--- config.mk ---
export PLATFORM = sky130hd
export DESIGN_NAME = spi_master_byte_shifter
export DESIGN_NICKNAME = d
export VERILOG_FILES = /design/src/design/smbs_pkg.sv /design/src/design/spi_master_byte_shifter.sv /design/src/design/smbs_cfg_regs.sv /design/src/design/smbs_in_stage.sv /design/src/design/smbs_engine.sv
export SDC_FILE = /design/constraint.sdc
export NUM_CORES = 1
export LEC_CHECK = 0
export ABC_CLOCK_PERIOD_IN_PS = 4200
export BUFFER_PORTS_ARGS = -buffer_cell sky130_fd_sc_hd__buf_2
export CORE_ASPECT_RATIO = 1.5
export CORE_UTILIZATION = 55
export CTS_CLUSTER_DIAMETER = 60
export CTS_CLUSTER_SIZE = 10
export DETAILED_ROUTE_END_ITERATION = 10
export PLACE_DENSITY_LB_ADDON = 0.3
export SYNTH_ARGS = -nofsm -noshare
export SYNTH_HDL_FRONTEND = slang
export SYNTH_SLANG_ARGS = --single-unit
--- constraint.sdc ---
create_clock -name aclk -period 4.2 [get_ports aclk]
set_input_delay 0.63 -clock aclk [delete_from_list [all_inputs] [get_ports aclk]]
set_output_delay 0.63 -clock aclk [all_outputs]
set_load 0.02 [all_outputs]
--- src/design/smbs_pkg.sv ---
// Shared types, constants and helpers for the SPI master byte shifter.
// No dependencies; every other design file refers to this package by scoped names.
`timescale 1ns / 1ps

package smbs_pkg;

    // Word geometry
    localparam int WORD_BITS = 8;
    localparam int IDX_W     = $clog2(WORD_BITS);
    localparam logic [IDX_W-1:0] LAST_BIT = IDX_W'(WORD_BITS - 1);

    // Configuration port geometry
    localparam int ADDR_W = 4;
    localparam int DATA_W = 32;

    // Register indexes (byte address = 4 * index)
    localparam logic [1:0] REG_CPOL  = 2'd0;
    localparam logic [1:0] REG_CPHA  = 2'd1;
    localparam logic [1:0] REG_LSB   = 2'd2;
    localparam logic [1:0] REG_MISO  = 2'd3;

    // Item actions
    localparam logic ACT_LOAD = 1'b0;
    localparam logic ACT_TICK = 1'b1;

    // Result status codes
    localparam logic [1:0] STAT_OK      = 2'd0;
    localparam logic [1:0] STAT_BUSY    = 2'd1;
    localparam logic [1:0] STAT_IDLE    = 2'd2;

    typedef struct packed {
        logic clock_polarity;
        logic clock_phase;
        logic lsb_leads;
        logic miso_present;
    } cfg_t;

    typedef struct packed {
        logic                 action;
        logic [WORD_BITS-1:0] tx_byte;
        logic                 frame_end;
        logic                 miso_level;
    } item_t;

    typedef struct packed {
        logic                 clock_level;
        logic                 mosi_level;
        logic                 select_active;
        logic [WORD_BITS-1:0] rx_byte;
        logic                 rx_valid;
        logic                 busy_res;
        logic [1:0]           status;
    } res_t;

    // Bit of the word that goes out on the given step
    function automatic logic [IDX_W-1:0] bit_pos(input logic lsb, input logic [IDX_W-1:0] step);
        return lsb ? step : (LAST_BIT - step);
    endfunction

endpackage

--- src/design/spi_master_byte_shifter.sv ---
// Top level of the SPI master byte shifter: config port, input register, shift engine.
// Depends on smbs_pkg, smbs_cfg_regs, smbs_in_stage and smbs_engine.
//
//   channel  direction  handshake          payload
//   s_       in         s_valid/s_ready    action, tx_byte, frame_end, miso_level
//   m_       out        m_valid/m_ready    clock_level, mosi_level, select_active,
//                                          rx_byte, rx_valid, busy_res, status
//   apb      in         psel/penable/pready  paddr, pwdata, prdata
//
// One item per cycle while results are taken; each result passes through the
// input register, then the result register set by the one-pass step logic.
// A held result does not block the input register, which takes one more item.
// Reset (aresetn low at a clock edge) empties both registers, idles the line and
// restores the configuration defaults.
`timescale 1ns / 1ps

module spi_master_byte_shifter (
    input  logic                                 aclk,
    input  logic                                 aresetn,
    // config port
    input  logic                                 psel,
    input  logic                                 penable,
    input  logic                                 pwrite,
    input  logic [smbs_pkg::ADDR_W-1:0]          paddr,
    input  logic [smbs_pkg::DATA_W-1:0]          pwdata,
    output logic [smbs_pkg::DATA_W-1:0]          prdata,
    output logic                                 pready,
    // input items
    input  logic                                 s_valid,
    output logic                                 s_ready,
    input  logic                                 s_action,
    input  logic [smbs_pkg::WORD_BITS-1:0]       s_tx_byte,
    input  logic                                 s_frame_end,
    input  logic                                 s_miso_level,
    // results
    output logic                                 m_valid,
    input  logic                                 m_ready,
    output logic                                 m_clock_level,
    output logic                                 m_mosi_level,
    output logic                                 m_select_active,
    output logic [smbs_pkg::WORD_BITS-1:0]       m_rx_byte,
    output logic                                 m_rx_valid,
    output logic                                 m_busy_res,
    output logic [1:0]                           m_status
);

    smbs_pkg::cfg_t  cfg;
    smbs_pkg::item_t s_item;
    smbs_pkg::item_t item;
    smbs_pkg::res_t  res;
    logic            item_valid;
    logic            item_pop;

    // Pack the input transfer
    assign s_item.action     = s_action;
    assign s_item.tx_byte    = s_tx_byte;
    assign s_item.frame_end  = s_frame_end;
    assign s_item.miso_level = s_miso_level;

    smbs_cfg_regs u_cfg (
        .aclk    (aclk),
        .aresetn (aresetn),
        .psel    (psel),
        .penable (penable),
        .pwrite  (pwrite),
        .paddr   (paddr),
        .pwdata  (pwdata),
        .prdata  (prdata),
        .pready  (pready),
        .cfg     (cfg)
    );

    smbs_in_stage u_in (
        .aclk       (aclk),
        .aresetn    (aresetn),
        .s_valid    (s_valid),
        .s_ready    (s_ready),
        .s_item     (s_item),
        .item_valid (item_valid),
        .item       (item),
        .item_pop   (item_pop)
    );

    smbs_engine u_engine (
        .aclk       (aclk),
        .aresetn    (aresetn),
        .cfg        (cfg),
        .item_valid (item_valid),
        .item       (item),
        .item_pop   (item_pop),
        .res_valid  (m_valid),
        .res_ready  (m_ready),
        .res        (res)
    );

    // Unpack the result transfer
    assign m_clock_level   = res.clock_level;
    assign m_mosi_level    = res.mosi_level;
    assign m_select_active = res.select_active;
    assign m_rx_byte       = res.rx_byte;
    assign m_rx_valid      = res.rx_valid;
    assign m_busy_res      = res.busy_res;
    assign m_status        = res.status;

endmodule

--- src/design/smbs_cfg_regs.sv ---
// Configuration registers of the SPI master byte shifter behind an APB-style port.
// Depends on smbs_pkg.
`timescale 1ns / 1ps

module smbs_cfg_regs (
    input  logic                        aclk,
    input  logic                        aresetn,
    input  logic                        psel,
    input  logic                        penable,
    input  logic                        pwrite,
    input  logic [smbs_pkg::ADDR_W-1:0] paddr,
    input  logic [smbs_pkg::DATA_W-1:0] pwdata,
    output logic [smbs_pkg::DATA_W-1:0] prdata,
    output logic                        pready,
    output smbs_pkg::cfg_t              cfg
);

    smbs_pkg::cfg_t cfg_reg;
    smbs_pkg::cfg_t cfg_next;
    logic           wr_en;
    logic [1:0]     reg_idx;

    assign pready  = 1'b1;
    assign wr_en   = psel && penable && pwrite;
    assign reg_idx = paddr[3:2];
    assign cfg     = cfg_reg;

    // Decode the write
    always_comb begin
        cfg_next = cfg_reg;
        if (wr_en) begin
            case (reg_idx)
                smbs_pkg::REG_CPOL: cfg_next.clock_polarity = pwdata[0];
                smbs_pkg::REG_CPHA: cfg_next.clock_phase    = pwdata[0];
                smbs_pkg::REG_LSB:  cfg_next.lsb_leads      = pwdata[0];
                smbs_pkg::REG_MISO: cfg_next.miso_present   = pwdata[0];
                default:            cfg_next                = cfg_reg;
            endcase
        end
    end

    // Hold the registers
    always_ff @(posedge aclk) begin
        if (!aresetn) begin
            cfg_reg.clock_polarity <= 1'b0;
            cfg_reg.clock_phase    <= 1'b0;
            cfg_reg.lsb_leads      <= 1'b0;
            cfg_reg.miso_present   <= 1'b1;
        end else begin
            cfg_reg <= cfg_next;
        end
    end

    // Read back
    always_comb begin
        prdata = '0;
        case (reg_idx)
            smbs_pkg::REG_CPOL: prdata[0] = cfg_reg.clock_polarity;
            smbs_pkg::REG_CPHA: prdata[0] = cfg_reg.clock_phase;
            smbs_pkg::REG_LSB:  prdata[0] = cfg_reg.lsb_leads;
            smbs_pkg::REG_MISO: prdata[0] = cfg_reg.miso_present;
            default:            prdata    = '0;
        endcase
    end

endmodule

--- src/design/smbs_in_stage.sv ---
// Input register of the SPI master byte shifter: captures one item per transfer.
// Depends on smbs_pkg.
`timescale 1ns / 1ps

module smbs_in_stage (
    input  logic            aclk,
    input  logic            aresetn,
    input  logic            s_valid,
    output logic            s_ready,
    input  smbs_pkg::item_t s_item,
    output logic            item_valid,
    output smbs_pkg::item_t item,
    input  logic            item_pop
);

    logic            valid_reg;
    logic            valid_next;
    smbs_pkg::item_t item_reg;

    assign s_ready    = !valid_reg || item_pop;
    assign item_valid = valid_reg;
    assign item       = item_reg;

    // Fill on a transfer, drop when the engine takes the item
    always_comb begin
        valid_next = valid_reg;
        if (s_valid && s_ready) begin
            valid_next = 1'b1;
        end else if (item_pop) begin
            valid_next = 1'b0;
        end
    end

    always_ff @(posedge aclk) begin
        if (!aresetn) begin
            valid_reg <= 1'b0;
        end else begin
            valid_reg <= valid_next;
        end
    end

    always_ff @(posedge aclk) begin
        if (s_valid && s_ready) begin
            item_reg <= s_item;
        end
    end

endmodule

--- src/design/smbs_engine.sv ---
// Shift engine of the SPI master byte shifter: line state, one-item step logic
// and the result register. Depends on smbs_pkg.
`timescale 1ns / 1ps

module smbs_engine (
    input  logic            aclk,
    input  logic            aresetn,
    input  smbs_pkg::cfg_t  cfg,
    input  logic            item_valid,
    input  smbs_pkg::item_t item,
    output logic            item_pop,
    output logic            res_valid,
    input  logic            res_ready,
    output smbs_pkg::res_t  res
);

    localparam int WB = smbs_pkg::WORD_BITS;
    localparam int IW = smbs_pkg::IDX_W;

    // Shift state
    logic [WB-1:0] tx_shift_reg, tx_shift_next;
    logic [WB-1:0] rx_shift_reg, rx_shift_next;
    logic [IW-1:0] bit_index_reg, bit_index_next;
    logic          half_phase_reg, half_phase_next;
    logic          busy_reg, busy_next;
    logic          select_reg, select_next;
    logic          end_pending_reg, end_pending_next;
    logic          clock_reg, clock_next;
    logic          mosi_reg, mosi_next;

    // Result stage
    logic           res_valid_reg, res_valid_next;
    smbs_pkg::res_t res_reg, res_next;

    logic          advance;
    logic [IW-1:0] sample_pos;
    logic [IW-1:0] step_inc;

    assign advance   = !res_valid_reg || res_ready;
    assign item_pop  = item_valid && advance;
    assign res_valid = res_valid_reg;
    assign res       = res_reg;

    assign sample_pos = smbs_pkg::bit_pos(cfg.lsb_leads, bit_index_reg);
    assign step_inc   = bit_index_reg + IW'(1);

    // Step one item
    always_comb begin
        tx_shift_next    = tx_shift_reg;
        rx_shift_next    = rx_shift_reg;
        bit_index_next   = bit_index_reg;
        half_phase_next  = half_phase_reg;
        busy_next        = busy_reg;
        select_next      = select_reg;
        end_pending_next = end_pending_reg;
        clock_next       = clock_reg;
        mosi_next        = mosi_reg;
        res_next.status  = smbs_pkg::STAT_OK;
        res_next.rx_valid = 1'b0;
        res_next.rx_byte  = '0;

        if (item.action == smbs_pkg::ACT_LOAD) begin
            if (busy_reg) begin
                res_next.status = smbs_pkg::STAT_BUSY;
            end else begin
                busy_next        = 1'b1;
                tx_shift_next    = item.tx_byte;
                rx_shift_next    = '0;
                bit_index_next   = '0;
                half_phase_next  = 1'b0;
                end_pending_next = item.frame_end;
                select_next      = 1'b1;
                clock_next       = cfg.clock_polarity;
                mosi_next = item.tx_byte[smbs_pkg::bit_pos(cfg.lsb_leads, '0)];
            end
        end else if (!busy_reg) begin
            res_next.status = smbs_pkg::STAT_IDLE;
        end else if (!half_phase_reg) begin
            // leading half: active clock level, sample in phase 0
            clock_next      = !cfg.clock_polarity;
            half_phase_next = 1'b1;
            if (!cfg.clock_phase && cfg.miso_present) begin
                rx_shift_next[sample_pos] = rx_shift_reg[sample_pos] | item.miso_level;
            end
        end else begin
            // trailing half: back to idle, sample in phase 1, then next bit or end of byte
            clock_next      = cfg.clock_polarity;
            half_phase_next = 1'b0;
            if (cfg.clock_phase && cfg.miso_present) begin
                rx_shift_next[sample_pos] = rx_shift_reg[sample_pos] | item.miso_level;
            end
            if (bit_index_reg == smbs_pkg::LAST_BIT) begin
                res_next.rx_valid = 1'b1;
                res_next.rx_byte  = rx_shift_next;
                busy_next         = 1'b0;
                bit_index_next    = '0;
                if (end_pending_reg) begin
                    select_next = 1'b0;
                end
                end_pending_next = 1'b0;
            end else begin
                bit_index_next = step_inc;
                mosi_next = tx_shift_reg[smbs_pkg::bit_pos(cfg.lsb_leads, step_inc)];
            end
        end

        res_next.clock_level   = clock_next;
        res_next.mosi_level    = mosi_next;
        res_next.select_active = select_next;
        res_next.busy_res      = busy_next;
    end

    // Result valid follows the input stage whenever the result register moves
    always_comb begin
        res_valid_next = res_valid_reg;
        if (advance) begin
            res_valid_next = item_valid;
        end
    end

    // Control state
    always_ff @(posedge aclk) begin
        if (!aresetn) begin
            bit_index_reg   <= '0;
            half_phase_reg  <= 1'b0;
            busy_reg        <= 1'b0;
            select_reg      <= 1'b0;
            end_pending_reg <= 1'b0;
            clock_reg       <= 1'b0;
            mosi_reg        <= 1'b0;
            tx_shift_reg    <= '0;
            rx_shift_reg    <= '0;
            res_valid_reg   <= 1'b0;
        end else begin
            res_valid_reg <= res_valid_next;
            if (item_pop) begin
                bit_index_reg   <= bit_index_next;
                half_phase_reg  <= half_phase_next;
                busy_reg        <= busy_next;
                select_reg      <= select_next;
                end_pending_reg <= end_pending_next;
                clock_reg       <= clock_next;
                mosi_reg        <= mosi_next;
                tx_shift_reg    <= tx_shift_next;
                rx_shift_reg    <= rx_shift_next;
            end
        end
    end

    // Result payload
    always_ff @(posedge aclk) begin
        if (item_pop) begin
            res_reg <= res_next;
        end
    end

endmodule

==> metrics.txt <==
outcome=finished, final reports clean; Slew headroom=0.2758; die width=64.36 um; final hold viol count=0; Final HPWL DP=approximately 4200 um; core area=5533 um^2; YS warnings=0; Area growth syn-to-layout=7.839%; maximum VDD drop=0.3487 mV; critical path's slowest cell=dfxtp_1; Total GRT Usage=0.2191; Vias/cell=5.516; Cell Int Power=~0.00090 W; Clock Power Share=0.389; share of the core filled with cells=0.6253; crit path time final=2.780 ns; max cap viols=0; post-CTS setup buffers=0; clock buffer count from CTS=9; std cell rows=33; wire length per cell=13.95 um; Avg Inst Size Synth=9.663 um^2; initial antenna violation count=0; Top cell by count, worst path=ha_1; CP cell instances=ha_1, ha_1, or3b_1, a22oi_2, nor4_2, a211oi_2, a31o_1; Setup TNS Final=0 ns; Die Span Y=95.54 um; diodes inserted=0; via count=2427; ys flop type=dfxtp_1; HP Start=s_tx_byte[2]; I/O pin count=104; synth unique cells=52; RePlAce Congestion=0.8919; starting utilization of the core area=0.5798; worst-skew pair later-pin latency=~0.34 ns; R2R Path Start=u_engine.bit_index_reg[0]; cell with the most instances after synthesis=nand2_1; non-filler instance count after layout=440; PD cells=353.6 nW/um^2; Yosys top cell area share=0.2434; Switch Pwr=between 0.0003 and 0.0004 W; first-pass GRT wire length=10150 um; final net count=roughly 430; Crit Path Category=reg2reg; EDFF count, synth=26; CP max FO=24; HP Class=in2reg; sw frac=0.2617; Placement Setup Slack=around 1.3 ns; Max Fclk=around 0.36 GHz; clk sinks=between 50 and 60; Syn Inst Count=between 300 and 400; post-route ant nets=0; Yosys top cell by area=edfxtp_1; clock slew at reported path FFs=0.07 ns; Power, Total=0.001223 W; largest net degree at the start of global routing=31; slew at the pin with the worst max-slew slack=between 1 and 1.5 ns; post-synthesis sequential area ratio=0.4368; CTS tree=yes; Seq pwr share=0.505; final worst path period share=0.6619; Post-CTS Resized=0; R2R depth=7; dpl cells=around 420; Worst Skew=0.008958 ns; Gate power share=0.107; Req. time, crit path=4.48 ns; IO Port Bufs=38; DRC Markers=0; Static Leak=1.255 nW; PnR worst setup slack=1.420 ns; Die Area=6149 um^2; hold path cells=1; CP endpoint kind=flop; ranking of synthesized cells by area=edfxtp_1, dfxtp_1, buf_4; final WL=about 6000 um; async set-reset flop share out of synthesis=0; CTS H-tree depth=3; grt ovf=0; hold buffer count at cts=0; Root Buffer=clkbuf_8; vias in the first global route=2256; ratio of cells with drive above 1 in the final layout=0.1757; clock buffer depth=2; max-slew violations=0; RSZ-0062 raised after global routing=false; Yosys reg bits=57; startpoint types=flop; CP peak stage delay=approximately 1.0 ns; Pre-Repair DR Iteration Count=4; DRT iter0 DRCs=148; final setup vio count=0; top cells by instance count after synthesis=nand2_1, buf_4, dfxtp_1; max FFs per register=15; launch point of the critical path=u_engine.bit_index_reg[0]; Post-Syn Area=3208 um^2; Worst Path Arrival=3.06 ns
==> stage by stage <==
stage,instance area (um^2),hold WS [ns]
after floorplan,3321,0.4435
final,3460,0.4560
after global placement,3276,0.4530
after global routing,3460,0.4451
after detailed placement,3276,0.4752
after CTS,3460,0.4465
==> cell usage in the layout (no fill, tap or decap), types with 4 or more instances in the layout <==
cell type,instances
nand2_1,39
nor2_1,15
edfxtp_1,26
conb_1,32
nor3b_1,4
nor3_1,6
nor2b_1,16
a311oi_1,7
dfxtp_1,31
nand3b_1,7
clkbuf_8,12
a21oi_1,23
a21boi_0,11
o22ai_1,11
inv_1,5
ha_1,6
nand3_1,10
o21ai_0,5
buf_2,38
nand2b_1,5
mux2i_1,18
==> worst max-delay path: cells and delay by family (launching register included) <==
| family | cells | cell delay [ns] |
|---|---|---|
| AO/OA/AOI/OAI | 3 | 0.56 |
| adder cells (fa/ha/maj) | 2 | 0.65 |
| flip-flops | 1 | 1.04 |
| AND/OR/NAND/NOR | 2 | 0.48 |
==> kinds of logic (layout without fill, tap and decap cells) <==
kind of cell / Yosys count / after routing / share of synthesized area
AOI/OAI and AO/OA: 72 / 72 / 0.1521
xor gates and xnor gates: 1 / 1 / 0.002731
adders and majority gates: 6 / 6 / 0.02340
buffers and inverters: 53 / 61 / 0.1088
DFF: 57 / 57 / 0.4368
muxes: 19 / 19 / 0.06318
other: 2 / 32 / 0.002341
and+or+nand+nor: 122 / 122 / 0.2106
==> path summary, 6_finish.rpt <==
check	endpoint	slack [ns]
max reg2reg	u_engine.mosi_reg	1.42
min	u_in.item[4]	0.46
min reg2reg	u_engine.clock_reg	0.48
max	u_engine.mosi_reg	1.42
==> area by class of cell <==
class	instances	area [um^2]
clock buffers	13	168.9
clock inverters	3	15.01
fillers	508	2073
inverters	7	26.28
repair buffers	38	190.2
well taps	70	87.58
multi-input cells	252	1570
flip-flops and latches	57	1401
==> layer usage <==
| layer | up-vias | routed length, um | part of all wire | track usage |
|---|---|---|---|---|
| met1 | 1147 | 2538 | 0.41 | 0.2341 |
| met3 | 18 | 241 | 0.039 | 0.04904 |
| met2 | 65 | 3196 | 0.52 | 0.3921 |
| met5 | - | 0 | 0 | 0 |
| li1 | 1197 | - | - | - |
| met4 | 0 | 159 | 0.026 | 0.1259 |
==> power by group through the flow <==
stage          Clock, W  Combinational, W  Sequential, W
2_1_floorplan         0          0.000117       0.000631
3_3_place_gp          0          0.000128       0.000628
3_5_place_dp          0          0.000130       0.000629
4_1_cts        0.000481          0.000130       0.000617
5_1_grt        0.000505          0.000143       0.000620
6_report       0.000476          0.000130       0.000617
(Power assumes the default switching activity.)
